### src/i2cbb_pkg.sv
`timescale 1ns / 1ps

package i2cbb_pkg;

   // Command codes carried in the cmd field; the idle code doubles as the
   // "no command in progress" marker of the engine.
   localparam logic [2:0] CmdStart = 3'd0;
   localparam logic [2:0] CmdStop  = 3'd1;
   localparam logic [2:0] CmdWrite = 3'd2;
   localparam logic [2:0] CmdRead  = 3'd3;
   localparam logic [2:0] CmdMack  = 3'd4;
   localparam logic [2:0] CmdMnack = 3'd5;
   localparam logic [2:0] CmdSack  = 3'd6;
   localparam logic [2:0] CmdIdle  = 3'd7;

   localparam int unsigned CounterWidthDefault = 16;
   localparam int unsigned PhaseTicksWidth     = 16;
   localparam logic [PhaseTicksWidth-1:0] PhaseTicksReset = 16'd400;

   // Last phase index of a bit, bits per byte command and bits per single-bit command.
   localparam logic [1:0] LastPhase = 2'd2;
   localparam logic [3:0] ByteBits  = 4'd8;
   localparam logic [3:0] SingleBit = 4'd1;

   typedef struct packed {
      logic       cmd_valid;
      logic [2:0] cmd;
      logic [7:0] tx_byte;
      logic       sda_in;
   } req_payload_type;

endpackage

### src/i2cbb_if.sv
`timescale 1ns / 1ps

interface i2cbb_req_if;
   logic       valid;
   logic       ready;
   logic       cmd_valid;
   logic [2:0] cmd;
   logic [7:0] tx_byte;
   logic       sda_in;

   modport source (output valid, cmd_valid, cmd, tx_byte, sda_in, input ready);
   modport sink (input valid, cmd_valid, cmd, tx_byte, sda_in, output ready);
endinterface

interface i2cbb_rsp_if;
   logic       valid;
   logic       ready;
   logic       scl_out;
   logic       sda_out;
   logic       busy_res;
   logic       done_res;
   logic [7:0] rx_byte;

   modport source (output valid, scl_out, sda_out, busy_res, done_res, rx_byte,
                   input ready);
   modport sink (input valid, scl_out, sda_out, busy_res, done_res, rx_byte,
                 output ready);
endinterface

### src/i2c_bitbang_master.sv
`timescale 1ns / 1ps

// Tick-level I2C master. Every transfer on the request channel is one clock tick
// of the bus timing and may carry a command (start, stop, write byte, read byte,
// master ACK, master NACK, slave-ACK clock); every accepted tick produces exactly
// one response transfer with the SCL and SDA levels, busy and done flags and the
// last received byte. Each pin phase lasts csr_phase_ticks ticks (zero counts as
// one), bytes go MSB first in three phases per bit, and commands arriving while
// busy are dropped. One tick is accepted every clock cycle unless the response side
// stalls; a tick passes through an input register and then a result register, and
// its response stays on the result ports until the response side takes it.
module i2c_bitbang_master
   import i2cbb_pkg::*;
#(
   parameter int unsigned COUNTER_WIDTH = CounterWidthDefault
) (
   input  logic                       clock,
   input  logic                       reset,
   input  logic                       csr_wr_en,
   input  logic [PhaseTicksWidth-1:0] csr_wr_data,
   i2cbb_req_if.sink                  req_ch,
   i2cbb_rsp_if.source                rsp_ch
);

   localparam logic [31:0] CntMax = 32'((64'd1 << COUNTER_WIDTH) - 64'd1);

   logic [PhaseTicksWidth-1:0] phase_ticks_ff;
   logic [31:0]                ticks_ext;
   logic [31:0]                limit_wide;
   logic [COUNTER_WIDTH-1:0]   phase_limit;
   logic                       item_valid;
   logic                       item_ready;
   req_payload_type            item;

   always_ff @(posedge clock) begin
      if (reset) begin
         phase_ticks_ff <= PhaseTicksReset;
      end else if (csr_wr_en) begin
         phase_ticks_ff <= csr_wr_data;
      end
   end

   // A zero setting counts as one; a narrow counter saturates the limit.
   always_comb begin
      ticks_ext  = 32'(phase_ticks_ff);
      limit_wide = (ticks_ext == 32'd0) ? 32'd1 : ticks_ext;
      if (limit_wide > CntMax) limit_wide = CntMax;
   end

   assign phase_limit = limit_wide[COUNTER_WIDTH-1:0];

   i2cbb_in_stage u_in_stage (
      .clock      (clock),
      .reset      (reset),
      .req_ch     (req_ch),
      .item_valid (item_valid),
      .item_ready (item_ready),
      .item       (item)
   );

   i2cbb_engine #(
      .COUNTER_WIDTH (COUNTER_WIDTH)
   ) u_engine (
      .clock       (clock),
      .reset       (reset),
      .item_valid  (item_valid),
      .item_ready  (item_ready),
      .item        (item),
      .phase_limit (phase_limit),
      .rsp_ch      (rsp_ch)
   );

endmodule

### src/i2cbb_in_stage.sv
`timescale 1ns / 1ps

module i2cbb_in_stage
   import i2cbb_pkg::*;
(
   input  logic            clock,
   input  logic            reset,
   i2cbb_req_if.sink       req_ch,
   output logic            item_valid,
   input  logic            item_ready,
   output req_payload_type item
);

   logic            valid_ff;
   req_payload_type data_ff;
   logic            take;

   assign req_ch.ready = !valid_ff || item_ready;
   assign take         = req_ch.valid && req_ch.ready;

   always_ff @(posedge clock) begin
      if (reset) begin
         valid_ff <= 1'b0;
      end else if (take) begin
         valid_ff <= 1'b1;
      end else if (item_ready) begin
         valid_ff <= 1'b0;
      end
   end

   always_ff @(posedge clock) begin
      if (take) begin
         data_ff.cmd_valid <= req_ch.cmd_valid;
         data_ff.cmd       <= req_ch.cmd;
         data_ff.tx_byte   <= req_ch.tx_byte;
         data_ff.sda_in    <= req_ch.sda_in;
      end
   end

   assign item_valid = valid_ff;
   assign item       = data_ff;

endmodule

### src/i2cbb_engine.sv
`timescale 1ns / 1ps

module i2cbb_engine
   import i2cbb_pkg::*;
#(
   parameter int unsigned COUNTER_WIDTH = CounterWidthDefault
) (
   input  logic                     clock,
   input  logic                     reset,
   input  logic                     item_valid,
   output logic                     item_ready,
   input  req_payload_type          item,
   input  logic [COUNTER_WIDTH-1:0] phase_limit,
   i2cbb_rsp_if.source              rsp_ch
);

   typedef struct packed {
      logic       scl;
      logic       sda;
      logic [7:0] shift;
   } pin_type;

   // Pin levels applied on entry to a phase of the active command.
   function automatic pin_type enter_phase(input logic [2:0] c, input logic [1:0] p,
                                           input pin_type cur);
      pin_type nxt;
      nxt = cur;
      case (c)
         CmdStart: begin
            if (p == 2'd0) nxt.sda = 1'b1;
            else if (p == 2'd1) nxt.scl = 1'b1;
            else nxt.sda = 1'b0;
         end
         CmdStop: begin
            if (p == 2'd0) nxt.sda = 1'b0;
            else if (p == 2'd1) nxt.scl = 1'b1;
            else nxt.sda = 1'b1;
         end
         CmdWrite: begin
            if (p == 2'd0) nxt.sda = cur.shift[7];
            else if (p == 2'd1) nxt.scl = 1'b1;
            else nxt.scl = 1'b0;
         end
         CmdRead: begin
            if (p == 2'd0) begin
               nxt.shift = {cur.shift[6:0], 1'b0};
               nxt.sda   = 1'b1;
               nxt.scl   = 1'b1;
            end else if (p == LastPhase) begin
               nxt.scl = 1'b0;
            end
         end
         CmdMack: begin
            if (p == 2'd0) nxt.sda = 1'b0;
            else if (p == 2'd1) nxt.scl = 1'b1;
            else nxt.scl = 1'b0;
         end
         default: begin
            if (p == 2'd0) nxt.sda = 1'b1;
            else if (p == 2'd1) nxt.scl = 1'b1;
            else nxt.scl = 1'b0;
         end
      endcase
      return nxt;
   endfunction

   logic [2:0]               cmd_ff, cmd_in;
   logic [1:0]               phase_ff, phase_in;
   logic [3:0]               bit_ff, bit_in;
   logic [COUNTER_WIDTH-1:0] tick_ff, tick_in;
   pin_type                  pins_ff, pins_in;
   logic [7:0]               rx_ff, rx_in;
   logic                     done_in;

   logic                     rsp_valid_ff;
   logic                     scl_res_ff, sda_res_ff, busy_res_ff, done_res_ff;
   logic [7:0]               rx_res_ff;

   logic                     step;
   logic [COUNTER_WIDTH-1:0] tick_inc;
   logic [3:0]               bits_needed;

   assign item_ready = !rsp_valid_ff || rsp_ch.ready;
   assign step       = item_valid && item_ready;
   assign tick_inc   = tick_ff + 1'b1;
   assign bits_needed = (cmd_ff == CmdWrite || cmd_ff == CmdRead) ? ByteBits : SingleBit;

   always_comb begin
      cmd_in   = cmd_ff;
      phase_in = phase_ff;
      bit_in   = bit_ff;
      tick_in  = tick_ff;
      pins_in  = pins_ff;
      rx_in    = rx_ff;
      done_in  = 1'b0;
      if (cmd_ff == CmdIdle) begin
         if (item.cmd_valid && item.cmd != CmdIdle) begin
            cmd_in        = item.cmd;
            phase_in      = 2'd0;
            bit_in        = 4'd0;
            tick_in       = '0;
            pins_in.shift = (item.cmd == CmdWrite) ? item.tx_byte : 8'd0;
            pins_in       = enter_phase(item.cmd, 2'd0, pins_in);
         end
      end else if (tick_inc >= phase_limit) begin
         tick_in = '0;
         // A read samples SDA as the SCL high phase ends.
         if (cmd_ff == CmdRead && phase_ff == 2'd0) begin
            pins_in.shift = pins_ff.shift | {7'd0, item.sda_in};
         end
         if (phase_ff == LastPhase) begin
            phase_in = 2'd0;
            if (cmd_ff == CmdWrite) pins_in.shift = {pins_in.shift[6:0], 1'b0};
            bit_in = bit_ff + 4'd1;
            if (bit_in >= bits_needed) begin
               if (cmd_ff == CmdStart) pins_in.scl = 1'b0;
               if (cmd_ff == CmdRead) rx_in = pins_in.shift;
               cmd_in  = CmdIdle;
               bit_in  = 4'd0;
               done_in = 1'b1;
            end else begin
               pins_in = enter_phase(cmd_ff, 2'd0, pins_in);
            end
         end else begin
            phase_in = phase_ff + 2'd1;
            pins_in  = enter_phase(cmd_ff, phase_in, pins_in);
         end
      end else begin
         tick_in = tick_inc;
      end
   end

   always_ff @(posedge clock) begin
      if (reset) begin
         cmd_ff        <= CmdIdle;
         phase_ff      <= 2'd0;
         bit_ff        <= 4'd0;
         tick_ff       <= '0;
         pins_ff.scl   <= 1'b1;
         pins_ff.sda   <= 1'b1;
         pins_ff.shift <= 8'd0;
         rx_ff         <= 8'd0;
         rsp_valid_ff  <= 1'b0;
      end else begin
         if (step) begin
            cmd_ff   <= cmd_in;
            phase_ff <= phase_in;
            bit_ff   <= bit_in;
            tick_ff  <= tick_in;
            pins_ff  <= pins_in;
            rx_ff    <= rx_in;
         end
         if (step) begin
            rsp_valid_ff <= 1'b1;
         end else if (rsp_ch.ready) begin
            rsp_valid_ff <= 1'b0;
         end
      end
   end

   always_ff @(posedge clock) begin
      if (step) begin
         scl_res_ff  <= pins_in.scl;
         sda_res_ff  <= pins_in.sda;
         busy_res_ff <= (cmd_in != CmdIdle);
         done_res_ff <= done_in;
         rx_res_ff   <= rx_in;
      end
   end

   assign rsp_ch.valid    = rsp_valid_ff;
   assign rsp_ch.scl_out  = scl_res_ff;
   assign rsp_ch.sda_out  = sda_res_ff;
   assign rsp_ch.busy_res = busy_res_ff;
   assign rsp_ch.done_res = done_res_ff;
   assign rsp_ch.rx_byte  = rx_res_ff;

   a_done_not_busy: assert property (@(posedge clock) disable iff (reset)
      rsp_valid_ff && done_res_ff |-> !busy_res_ff)
      else $error("completion reported while still busy");

   a_phase_range: assert property (@(posedge clock) disable iff (reset)
      phase_ff != 2'd3)
      else $error("phase index out of range");

   a_idle_clear: assert property (@(posedge clock) disable iff (reset)
      cmd_ff == CmdIdle |-> (tick_ff == '0 && phase_ff == 2'd0 && bit_ff == 4'd0))
      else $error("counters not cleared while idle");

   a_bit_range: assert property (@(posedge clock) disable iff (reset)
      cmd_ff != CmdIdle |-> bit_ff < ByteBits)
      else $error("bit count overran a byte");

endmodule
### src/flat_wrapper.sv
// flat-port wrapper written by rule: the top's interface ports become plain ports
module i2c_bitbang_master_flat import i2cbb_pkg::*;
#(
   parameter int unsigned COUNTER_WIDTH = CounterWidthDefault
)
  (clock, reset, csr_wr_en, csr_wr_data, req_ch_valid, req_ch_cmd_valid, req_ch_cmd, req_ch_tx_byte, req_ch_sda_in, req_ch_ready, rsp_ch_valid, rsp_ch_scl_out, rsp_ch_sda_out, rsp_ch_busy_res, rsp_ch_done_res, rsp_ch_rx_byte, rsp_ch_ready);
  i2cbb_req_if req_ch_i ();
  i2cbb_rsp_if rsp_ch_i ();
  input  logic clock;
  input  logic reset;
  input  logic csr_wr_en;
  input  logic [PhaseTicksWidth-1:0] csr_wr_data;
  input wire logic [$bits(req_ch_i.valid)-1:0] req_ch_valid;
  input wire logic [$bits(req_ch_i.cmd_valid)-1:0] req_ch_cmd_valid;
  input wire logic [$bits(req_ch_i.cmd)-1:0] req_ch_cmd;
  input wire logic [$bits(req_ch_i.tx_byte)-1:0] req_ch_tx_byte;
  input wire logic [$bits(req_ch_i.sda_in)-1:0] req_ch_sda_in;
  output wire logic [$bits(req_ch_i.ready)-1:0] req_ch_ready;
  output wire logic [$bits(rsp_ch_i.valid)-1:0] rsp_ch_valid;
  output wire logic [$bits(rsp_ch_i.scl_out)-1:0] rsp_ch_scl_out;
  output wire logic [$bits(rsp_ch_i.sda_out)-1:0] rsp_ch_sda_out;
  output wire logic [$bits(rsp_ch_i.busy_res)-1:0] rsp_ch_busy_res;
  output wire logic [$bits(rsp_ch_i.done_res)-1:0] rsp_ch_done_res;
  output wire logic [$bits(rsp_ch_i.rx_byte)-1:0] rsp_ch_rx_byte;
  input wire logic [$bits(rsp_ch_i.ready)-1:0] rsp_ch_ready;
  assign req_ch_i.valid = req_ch_valid;
  assign req_ch_i.cmd_valid = req_ch_cmd_valid;
  assign req_ch_i.cmd = req_ch_cmd;
  assign req_ch_i.tx_byte = req_ch_tx_byte;
  assign req_ch_i.sda_in = req_ch_sda_in;
  assign req_ch_ready = req_ch_i.ready;
  assign rsp_ch_valid = rsp_ch_i.valid;
  assign rsp_ch_scl_out = rsp_ch_i.scl_out;
  assign rsp_ch_sda_out = rsp_ch_i.sda_out;
  assign rsp_ch_busy_res = rsp_ch_i.busy_res;
  assign rsp_ch_done_res = rsp_ch_i.done_res;
  assign rsp_ch_rx_byte = rsp_ch_i.rx_byte;
  assign rsp_ch_i.ready = rsp_ch_ready;
  i2c_bitbang_master #(.COUNTER_WIDTH(COUNTER_WIDTH)) u_core (.clock(clock), .reset(reset), .csr_wr_en(csr_wr_en), .csr_wr_data(csr_wr_data), .req_ch(req_ch_i), .rsp_ch(rsp_ch_i));
endmodule
### config.mk
export PLATFORM = sky130hd
export DESIGN_NAME = i2c_bitbang_master_flat
export DESIGN_NICKNAME = d
export VERILOG_FILES = /design/src/i2cbb_pkg.sv /design/src/i2cbb_if.sv /design/src/i2c_bitbang_master.sv /design/src/i2cbb_in_stage.sv /design/src/i2cbb_engine.sv /design/src/flat_wrapper.sv
export SDC_FILE = /design/constraint.sdc
export NUM_CORES = 1
export LEC_CHECK = 0
export ABC_CLOCK_PERIOD_IN_PS = 8320
export BUFFER_PORTS_ARGS = -buffer_cell sky130_fd_sc_hd__buf_2
export CORE_ASPECT_RATIO = 2
export CORE_MARGIN = 2
export CORE_UTILIZATION = 42
export CTS_BUF_LIST = sky130_fd_sc_hd__clkbuf_4 sky130_fd_sc_hd__clkbuf_8
export CTS_CLUSTER_DIAMETER = 200
export DETAILED_ROUTE_END_ITERATION = 6
export SLEW_MARGIN = 5
export SYNTH_ARGS = -nofsm -noshare
export SYNTH_HDL_FRONTEND = slang
export SYNTH_SLANG_ARGS = --single-unit
### constraint.sdc
create_clock -name clock -period 8.32 [get_ports clock]
set_clock_uncertainty 0.05 [all_clocks]
set_input_delay 0.416 -clock clock [delete_from_list [all_inputs] [get_ports clock]]
set_output_delay 0.416 -clock clock [all_outputs]
set_load 0.01 [all_outputs]
==> results of run 1 <==
[critical path, cell delays in order (launching register included)]
cell      delay [ns]
dfxtp_1         0.40
and3_1          0.25
nand3_1         0.14
nor2_1          0.30
and3_1          0.27
xor2_1          0.20
ha_1            0.28
a21oi_1         0.15
o21ai_0         0.11
nor4_2          0.59
nand4_1         0.68
and2_1          0.46
a311oi_1        0.27
[synthesized netlist by cell type, types with 2 or more instances]
library cell  instances
nand4_1               6
edfxtp_1             25
o21a_1                3
a21oi_1              29
mux2i_1              24
nand2_1              26
xnor2_1              10
nand3b_1              3
ha_1                 20
a21o_1                2
xor2_1                7
nand2b_1              8
and3_1                9
o2bb2ai_1             5
clkbuf_1             23
buf_2                 2
nor2_1               52
or3_1                 2
a211oi_1              6
o311a_1               5
or4_1                 3
a32oi_1              15
or4b_1                3
inv_1                25
nand3_1              20
dfxtp_1              61
and2_1                6
o31ai_1               3
o211ai_1              4
nor3_1                9
buf_1                 3
nor4_1                3
a311oi_1              3
a31oi_1               8
nor2b_1               4
o21ai_0              13
mux2_2               14
[power by group]
part / total (uW) / internal, uW / leakage [uW] / switching [uW]
logic: 81.4 / 29.7 / 0.00117 / 51.8
registers: 459 / 446 / 0.000735 / 12.8
clock network: 306 / 143 / 0.000106 / 163
[flip-flops by register name (all words and copies together), names as in the netlist]
signal                           flops
u_core.phase_ticks_ff               16
u_core.u_engine.tick_ff             16
u_core.u_in_stage.item              13
u_core.u_engine.pins_ff             10
u_core.u_engine.rsp_ch.rx_byte       8
u_core.u_engine.rx_ff                8
u_core.u_engine.bit_ff               4
u_core.u_engine.cmd_ff               3
u_core.u_engine.phase_ff             2
u_core.u_engine.rsp_ch.busy_res      1
u_core.u_engine.rsp_ch.done_res      1
u_core.u_engine.rsp_ch.scl_out       1
u_core.u_engine.rsp_ch.sda_out       1
u_core.u_engine.rsp_ch.valid         1
u_core.u_in_stage.item_valid         1
[stage by stage]
| step | setup WS (ns) | hold WS (ns) |
|---|---|---|
| after floorplan | 4.86 | 0.404 |
| after detailed placement | 4.14 | 0.430 |
| after global placement | 4.36 | 0.416 |
| final | 4.08 | 0.170 |
| after CTS | 4.12 | 0.155 |
| after global routing | 3.71 | 0.159 |
[routing by layer]
layer  share of wire  track usage  vias to the layer above
li1                -            -                     1858
met1            0.36        0.217                     1833
met2            0.57        0.386                      115
met3           0.032       0.0238                       28
met4           0.037        0.107                        0
met5               0            0                        -
[worst paths after layout]
path                                end                       start  cells past startpoint
max          u_core.u_engine.pins_ff[1]  u_core.u_engine.tick_ff[2]                     12
max reg2reg  u_core.u_engine.pins_ff[1]  u_core.u_engine.tick_ff[2]                     12
min           u_core.u_in_stage.item[6]           req_ch_tx_byte[5]                      1
min reg2reg    u_core.u_engine.rx_ff[6]    u_core.u_engine.rx_ff[6]                      2
[kinds of logic after synthesis]
group                      after synthesis  synth area share
DFF                                     86             0.428
adders and majority gates               20            0.0543
and+or+nand+nor                        164             0.185
xor gates and xnor gates                17            0.0323
buffers and inverters                   55            0.0470
muxes                                   38            0.0864
AOI/OAI and AO/OA                      108             0.167
[cell type report]
cell class	instances	area (um2)
clock inverter	7	81.3
tap	140	175
fill	1089	5690
timing repair buffer	49	250
clock buffer	9	124
sequential	86	1970
multi-input combinational	347	2420
inverter	26	97.6
==> flow_summary_export.csv, run 1 <==
group,metric,value,unit
logic_synthesis,synth_top_area_frac,0.265,
logic_synthesis,synth_seq_area_share,0.428,
sta,worstMarginPinSlew,0.842,ns
floorplan,fp.coreArea,10800,um2
drt,drcViolationCount,0,
final_layout,area_growth,11.1,%
sta,fin_crit,4.24,ns
floorplan,std_cell_rows,54,
logic_synthesis,synth_top_cell_by_area,"dfxtp_1",
logic_synthesis,synth_flop_cell,"dfxtp_1",
final_layout,fin_util,0.473,
power_and_ir_drop,ir_drop,124,uV
cts,clockBufferDepth,2,
cts,clock_latency,0.36,ns
power_and_ir_drop,power_density,165,nW/um2
drt,drtAntennaViolNets,0,
cts,clk_pin_slew_worst_paths,0.10,ns
final_layout,drive_above_1_share,0.164,
drt,wire_per_inst,17.6,um
logic_synthesis,synth_edf_count,25,
placement,postPlaceCellArea,4910,um2
sta,post-route-period-util,0.510,
critical_path,worstPathRequired,8.54,ns
drt,dr.pass1.iters,4,
placement,placedCellCount,648,
final_layout,diodes,0,
logic_synthesis,ys_types,61,
cts,postCtsSetupRepairBufs,0,
sta,finalSetupViolations,0,
logic_synthesis,netlist_area,4610,um2
cts,cts_made_buffers,9,
cts,cts.sinks,86,
sta,rsz0062_at_grt,"no",
placement,io_buffers,47,
final_layout,layout_common_cells,"dfxtp_1 (61), nor2_1 (52), buf_2 (47)",
critical_path,worstPathArrival,4.46,ns
floorplan,die_y,152,um
critical_path,start_kind,"register",
global_routing,grt_pass1_wl,19.4,mm
logic_synthesis,syn_avg_cell_area,9.44,um2
global_routing,grtUsageTotal,0.205,
logic_synthesis,yosys_register_bits,86,
placement,hpwl,8.77,mm
cts,cts_tree,"built",
cts,cts_root_buffer,"clkbuf_8",
sta,tns,0,ns
power_and_ir_drop,power.leakage,0.00201,uW
cts,post_cts_resize_count,0,
critical_path,r2r_slack,4.08,ns
final_layout,layout_commonest_cell,"dfxtp_1",
global_routing,grt_max_degree,56,
floorplan,die_area,11900,um2
placement,gp_congestion,0.816,
drt,routed_wl,11.7,mm
sta,hold_viol_final,0,
floorplan,die_x,78.0,um
run,max-cap-violations,0,
floorplan,start_util,0.426,
final_layout,fin_nets,573,
sta,max_freq,236,MHz
global_routing,first_global_vias,3804,
drt,drt_iter0_markers,326,
cts,ctsHoldBuffers,0,
logic_synthesis,yosysWarnings,0,
cts,h-tree-depth,3,
power_and_ir_drop,finalPower,846,uW
critical_path,path_max_fanout,16,
sta,drv_slew,0,
global_routing,grt_remaining_overflow,0,
sta,slew_headroom,0.433,
floorplan,ios,48,
logic_synthesis,syn_nets,542,
logic_synthesis,synth_area_leaders,"dfxtp_1 (27%), edfxtp_1 (16%), ha_1 (5.4%), mux2i_1 (5.2%), nor2_1 (4.2%)",
drt,vias_per_cell,5.77,
drt,vias,3834,
critical_path,path_class,"reg2reg",
logic_synthesis,synthCells,488,
status,status,"finished clean",
final_layout,instances_no_fill,664,
critical_path,cp-end-kind,"register",
global_routing,antenna_found_initial,0,
final_layout,fin_area,5120,um2
hold_path,hold_path_class,"in2reg",
logic_synthesis,synthArstFlopShare,0,
(Power assumes the default switching activity.)
==> inputs of run 2 (changes only) <==
ABC_CLOCK_PERIOD_IN_PS = 4400   (was 8320)
clock period = 4.4 ns   (was 8.32 ns; I/O delays follow)
==> run 2 against run 1 <==
Effect of this change: routed wire length up 1.5%; hold slack worse by 0.16 ns; fmax up 6.4%; cell count up 2.7%; flip-flop and latch count unchanged; clock-buffer cell count unchanged; combinational power up 110%.
==> flow_summary_export.csv, run 2 (same netlist as run 1, synthesis figures left out) <==
group,metric,value,unit
status,status,"finished clean",
cts,cts.sinks,86,
sta,fin_crit,3.99,ns
cts,cts_root_buffer,"clkbuf_8",
power_and_ir_drop,clkPwrFrac,0.395,
drt,routed-wl-met2,6.99,mm
run,max-cap-violations,0,
floorplan,die_y,152,um
hold_path,hold_path_class,"in2reg",
critical_path,timing.rr.end,"u_core.u_engine.phase_ff[0]",
cts,clk_pin_slew_worst_paths,0.08,ns
hold_path,min_path_cells,3,
hold_path,hold_end,"u_core.u_in_stage.item_valid",
placement,hpwl,8.68,mm
critical_path,path_max_fanout,16,
floorplan,die_x,78.0,um
global_routing,grt_pass1_wl,19.4,mm
drt,vias_per_cell,5.65,
final_layout,instances_no_fill,682,
power_and_ir_drop,swShare,0.248,
cts,post_cts_resize_count,0,
global_routing,grt_remaining_overflow,0,
placement,placedCellCount,653,
final_layout,layout_common_cells,"dfxtp_1 (61), nor2_1 (52), buf_2 (47)",
critical_path,cp_slowest_cell,"or4b_1",
final_layout,drive_above_1_share,0.168,
sta,worstMarginPinSlew,0.790,ns
final_layout,diodes,0,
drt,vias,3852,
placement,gp_congestion,0.797,
critical_path,r2r_slack,0.41,ns
cts,cts_made_buffers,9,
power_and_ir_drop,ir_drop,234,uV
cts,clock_latency,0.38,ns
sta,drv_slew,0,
floorplan,die_area,11900,um2
global_routing,grtUsageTotal,0.209,
power_and_ir_drop,seqPwrFrac,0.506,
sta,post-route-period-util,0.907,
critical_path,slowest_delay,0.59,ns
power_and_ir_drop,internal_power,1290,uW
cts,h-tree-depth,3,
floorplan,start_util,0.426,
critical_path,worstPathArrival,4.25,ns
floorplan,fp.coreArea,10800,um2
power_and_ir_drop,power_density,321,nW/um2
cts,cts_tree,"built",
drt,drtAntennaViolNets,0,
cts,postCtsSetupRepairBufs,0,
global_routing,antenna_found_initial,0,
sta,hold_viol_final,0,
placement,io_buffers,47,
floorplan,ios,48,
sta,slew_headroom,0.467,
drt,wire_per_inst,17.4,um
critical_path,worstPathRequired,4.66,ns
final_layout,fill_cells,1081,
critical_path,reg2reg_depth,12,
drt,dr_wl_met3,422,um
global_routing,grt_max_degree,55,
power_and_ir_drop,power.leakage,0.00210,uW
power_and_ir_drop,power.switching,424,uW
critical_path,path_class,"reg2reg",
floorplan,std_cell_rows,54,
sta,finalSetupViolations,0,
drt,drcViolationCount,0,
drt,routed_wl,11.9,mm
global_routing,first_global_vias,3997,
critical_path,start_kind,"register",
sta,tns,0,ns
cts,clockBufferDepth,2,
drt,top_layer_used,"met4",
critical_path,path_cells,"and3_1 -> nand3_1 -> nor2_1 -> and3_1 -> xor2_1 -> ha_1 -> nand4_2 -> nor3_2 -> or4b_1 -> a31oi_4 -> or4b_1 -> a21oi_1",
hold_path,hp-start,"req_ch_valid",
drt,wl_met1,4.12,mm
sta,max_freq,251,MHz
final_layout,fin_nets,591,
power_and_ir_drop,p_comb_frac,0.099,
final_layout,layout_commonest_cell,"dfxtp_1",
drt,dr.pass1.iters,6,
drt,drt_iter0_markers,252,
final_layout,area_growth,15.6,%
critical_path,cp-end-kind,"register",
critical_path,r2r_start,"u_core.u_engine.tick_ff[2]",
sta,rsz0062_at_grt,"no",
-- run 2: cell count changes in the layout (fill, tap and decap cells not counted), sizes merged --
| cell | previous run | this run |
|---|---|---|
| dlygate4sd3 | 0 | 13 |
| buf | 49 | 54 |
| bufinv | 1 | 3 |
| clkinv | 5 | 3 |
| clkinvlp | 0 | 2 |
| inv | 27 | 25 |
-- run 2: critical path, delay by kind of cell, from the launching register on --
| kind | cells | cell delay (ns) |
|---|---|---|
| compound gates | 2 | 0.61 |
| simple gates | 8 | 2.42 |
| xor+xnor | 1 | 0.10 |
| fa+ha+maj | 1 | 0.33 |
| flops | 1 | 0.40 |
-- run 2: per-stage QoR --
| step | setup slack, ns | power, uW | util | hold slack (ns) | area [um2] |
|---|---|---|---|---|---|
| after CTS | 0.404 | 1730 | 0.493 | 0.00969 | 5330 |
| after detailed placement | 0.448 | 1050 | 0.458 | 0.348 | 4950 |
| after global routing | 0.160 | 1780 | 0.493 | 0.0338 | 5330 |
| after floorplan | 0.941 | 984 | - | 0.269 | 4610 |
| final | 0.411 | 1710 | 0.493 | 0.00968 | 5330 |
| after global placement | 0.543 | 1040 | 0.458 | 0.347 | 4950 |
-- run 2: per-layer routing --
metal | global-route usage | up-vias
met5 | 0 | -
met4 | 0.0819 | 0
met3 | 0.0386 | 18
met2 | 0.423 | 96
met1 | 0.197 | 1841
li1 | - | 1897
-- run 2: cell type report --
cell class                 instances  area (um2)  share of cell area
multi-input combinational        347        2420               0.454
sequential                        86        1970               0.370
timing repair buffer              67         418              0.0785
tap                              140         175              0.0329
clock buffer                       9         124              0.0233
clock inverter                     7         123              0.0230
inverter                          26        97.6              0.0183
-- run 2: repair_timing --
action | 4_1_cts | 5_1_grt
hold endpoints to repair | 13 | 0
hold buffers | 13 | 0
endpoints found under the setup margin | 0 | 0
-- run 2: power by group through the flow --
stage	Combinational, uW	Sequential, uW	Clock, uW
after floorplan	107	877	0
after global placement	158	884	0
after detailed placement	161	885	0
after CTS	171	867	693
after global routing	189	870	724
final	169	866	677
-- run 2: worst max path at each step --
stage                                    start                     endpoint  slack [ns]  cells after the start
floorplan           u_core.u_engine.tick_ff[2]    u_core.u_engine.bit_ff[1]        0.94                     14
global placement    u_core.u_engine.tick_ff[2]  u_core.u_engine.phase_ff[0]        0.54                     12
detailed placement  u_core.u_engine.tick_ff[2]  u_core.u_engine.phase_ff[0]        0.45                     12
CTS                 u_core.u_engine.tick_ff[2]  u_core.u_engine.phase_ff[0]        0.40                     12
global route        u_core.u_engine.tick_ff[2]  u_core.u_engine.phase_ff[0]        0.16                     12
finish              u_core.u_engine.tick_ff[2]  u_core.u_engine.phase_ff[0]        0.41                     12
==> inputs of run 3 (changes only) <==
CORE_UTILIZATION = 50   (was 42)
PLACE_DENSITY = 0.69   (was default)
==> run 3 against run 2 <==
Effect of this change: clock power is 18% lower; critical path depth stayed put; final area is 1.9% lower; combinational power hardly changed; largest cell class unchanged; largest power group unchanged.
==> flow_summary_export.csv, run 3 (same netlist as run 1, synthesis figures left out) <==
group,metric,value,unit
status,status,"finished clean",
global_routing,first_global_vias,3941,
critical_path,path_class,"reg2reg",
cts,clk_pin_slew_worst_paths,0.08,ns
sta,max_freq,248,MHz
placement,postPlaceCellArea,4900,um2
placement,gp_congestion,0.864,
cts,cts_made_buffers,9,
critical_path,crit_family,"simple AND/OR/NAND/NOR gates",
final_layout,layout_commonest_cell,"dfxtp_1",
final_layout,layout_common_cells,"dfxtp_1 (61), nor2_1 (52), buf_2 (47)",
drt,vias_per_cell,6.04,
final_layout,instances_no_fill,643,
power_and_ir_drop,power.leakage,0.00208,uW
critical_path,cp-end-kind,"register",
sta,holdWs,0.0197,ns
cts,cts_tree,"built",
drt,drcViolationCount,0,
floorplan,die_y,140,um
critical_path,worstPathRequired,4.64,ns
critical_path,endpoint,"u_core.u_engine.phase_ff[0]",
critical_path,r2r_start,"u_core.u_engine.tick_ff[2]",
sta,rsz0062_at_grt,"no",
final_layout,fin_area,5220,um2
power_and_ir_drop,swShare,0.255,
power_and_ir_drop,clkPwrFrac,0.349,
drt,dr.pass1.iters,4,
critical_path,crit_cells,12,
hold_path,hold_path_class,"in2reg",
critical_path,path_buf_inv,0,
sta,tns,0,ns
drt,routed_wl,11.1,mm
floorplan,fp.coreArea,8950,um2
sta,post-route-period-util,0.918,
sta,slew_headroom,0.483,
cts,clock_latency,0.37,ns
cts,h-tree-depth,3,
final_layout,area_growth,13.4,%
critical_path,reg2reg_depth,12,
final_layout,diodes,0,
cts,cts.sinks,86,
global_routing,grt_remaining_overflow,0,
power_and_ir_drop,seqPwrFrac,0.546,
power_and_ir_drop,internal_power,1180,uW
sta,hold_viol_final,0,
placement,placedCellCount,615,
power_and_ir_drop,power_density,304,nW/um2
critical_path,cp_slowest_cell,"or4b_1",
critical_path,timing.rr.end,"u_core.u_engine.phase_ff[0]",
floorplan,start_util,0.515,
drt,vias,3884,
critical_path,r2r_slack,0.36,ns
critical_path,path_max_fanout,16,
final_layout,drive_above_1_share,0.166,
placement,hpwl,8.06,mm
final_layout,fin_nets,591,
critical_path,slowest_delay,0.60,ns
drt,drtAntennaViolNets,0,
critical_path,path_cells,"and3_1 -> nand3_1 -> nor2_1 -> and3_1 -> xor2_1 -> ha_1 -> nand4_2 -> nor3_2 -> or4b_1 -> a31oi_4 -> or4b_1 -> a21oi_1",
global_routing,grt_pass1_wl,18.1,mm
floorplan,ios,48,
sta,fin_crit,4.04,ns
power_and_ir_drop,p_comb_frac,0.105,
final_layout,fin_util,0.583,
power_and_ir_drop,power.switching,404,uW
sta,drv_slew,0,
floorplan,std_cell_rows,49,
run,max-cap-violations,0,
sta,worstMarginPinSlew,0.773,ns
cts,clockBufferDepth,2,
power_and_ir_drop,ir_drop,197,uV
global_routing,antenna_found_initial,0,
floorplan,die_x,71.9,um
drt,wire_per_inst,17.3,um
cts,cts_root_buffer,"clkbuf_8",
critical_path,worstPathArrival,4.28,ns
drt,drt_iter0_markers,210,
global_routing,grt_max_degree,56,
placement,io_buffers,47,
critical_path,start_kind,"register",
sta,finalSetupViolations,0,
cts,post_cts_resize_count,0,
critical_path,cp-startpoint,"u_core.u_engine.tick_ff[2]",
global_routing,grtUsageTotal,0.232,
floorplan,die_area,10000,um2
-- run 3: worst min-delay path by stage --
stage                      start                         to  depth (start not counted)
5_1_grt           csr_wr_data[7]   u_core.phase_ticks_ff[7]                          3
3_5_place_dp   req_ch_tx_byte[3]  u_core.u_in_stage.item[4]                          1
2_1_floorplan      req_ch_sda_in  u_core.u_in_stage.item[0]                          0
3_3_place_gp       req_ch_cmd[0]  u_core.u_in_stage.item[9]                          1
4_1_cts           csr_wr_data[7]   u_core.phase_ticks_ff[7]                          3
6_report          csr_wr_data[7]   u_core.phase_ticks_ff[7]                          3
-- run 3: power groups by stage --
stage                     Sequential, uW  Combinational [uW]  Clock [uW]
after global placement               882                 155           0
after floorplan                      877                 107           0
after global routing                 869                 185         594
after CTS                            865                 168         565
final                                865                 167         554
after detailed placement             883                 157           0
-- run 3: stage by stage --
step	power [uW]	worst slack [ns]
final	1590	0.360
after CTS	1600	0.361
after global placement	1040	0.511
after global routing	1650	0.195
after floorplan	984	0.941
after detailed placement	1040	0.410
-- run 3: area by class of cell --
class	instances	area [um2]
well taps	102	128
clock buffers	11	139
fillers	786	3730
multi-input cells	347	2420
repair buffers	67	418
flip-flops and latches	86	1970
clock inverters	4	51.3
inverters	26	97.6
-- run 3: worst register-to-register path, delay by kind of cell (launching register included) --
kind | cells | cell delay, ns
and+or+nand+nor | 8 | 2.48
AOI/OAI and AO/OA | 2 | 0.61
DFF | 1 | 0.41
adders and majority gates | 1 | 0.34
xor gates and xnor gates | 1 | 0.09
-- run 3: layer usage --
metal | wire length (um) | track usage | part of all wire
met1 | 3900 | 0.222 | 0.35
met2 | 6220 | 0.423 | 0.56
met3 | 351 | 0.0369 | 0.032
met4 | 631 | 0.173 | 0.057
met5 | 0 | 0 | 0
-- run 3: timing repair --
item	4_1_cts	5_1_grt
hold buffers	13	0
hold endpoints to repair	13	0
buffers inserted	0	0
setup endpoints to repair	0	0
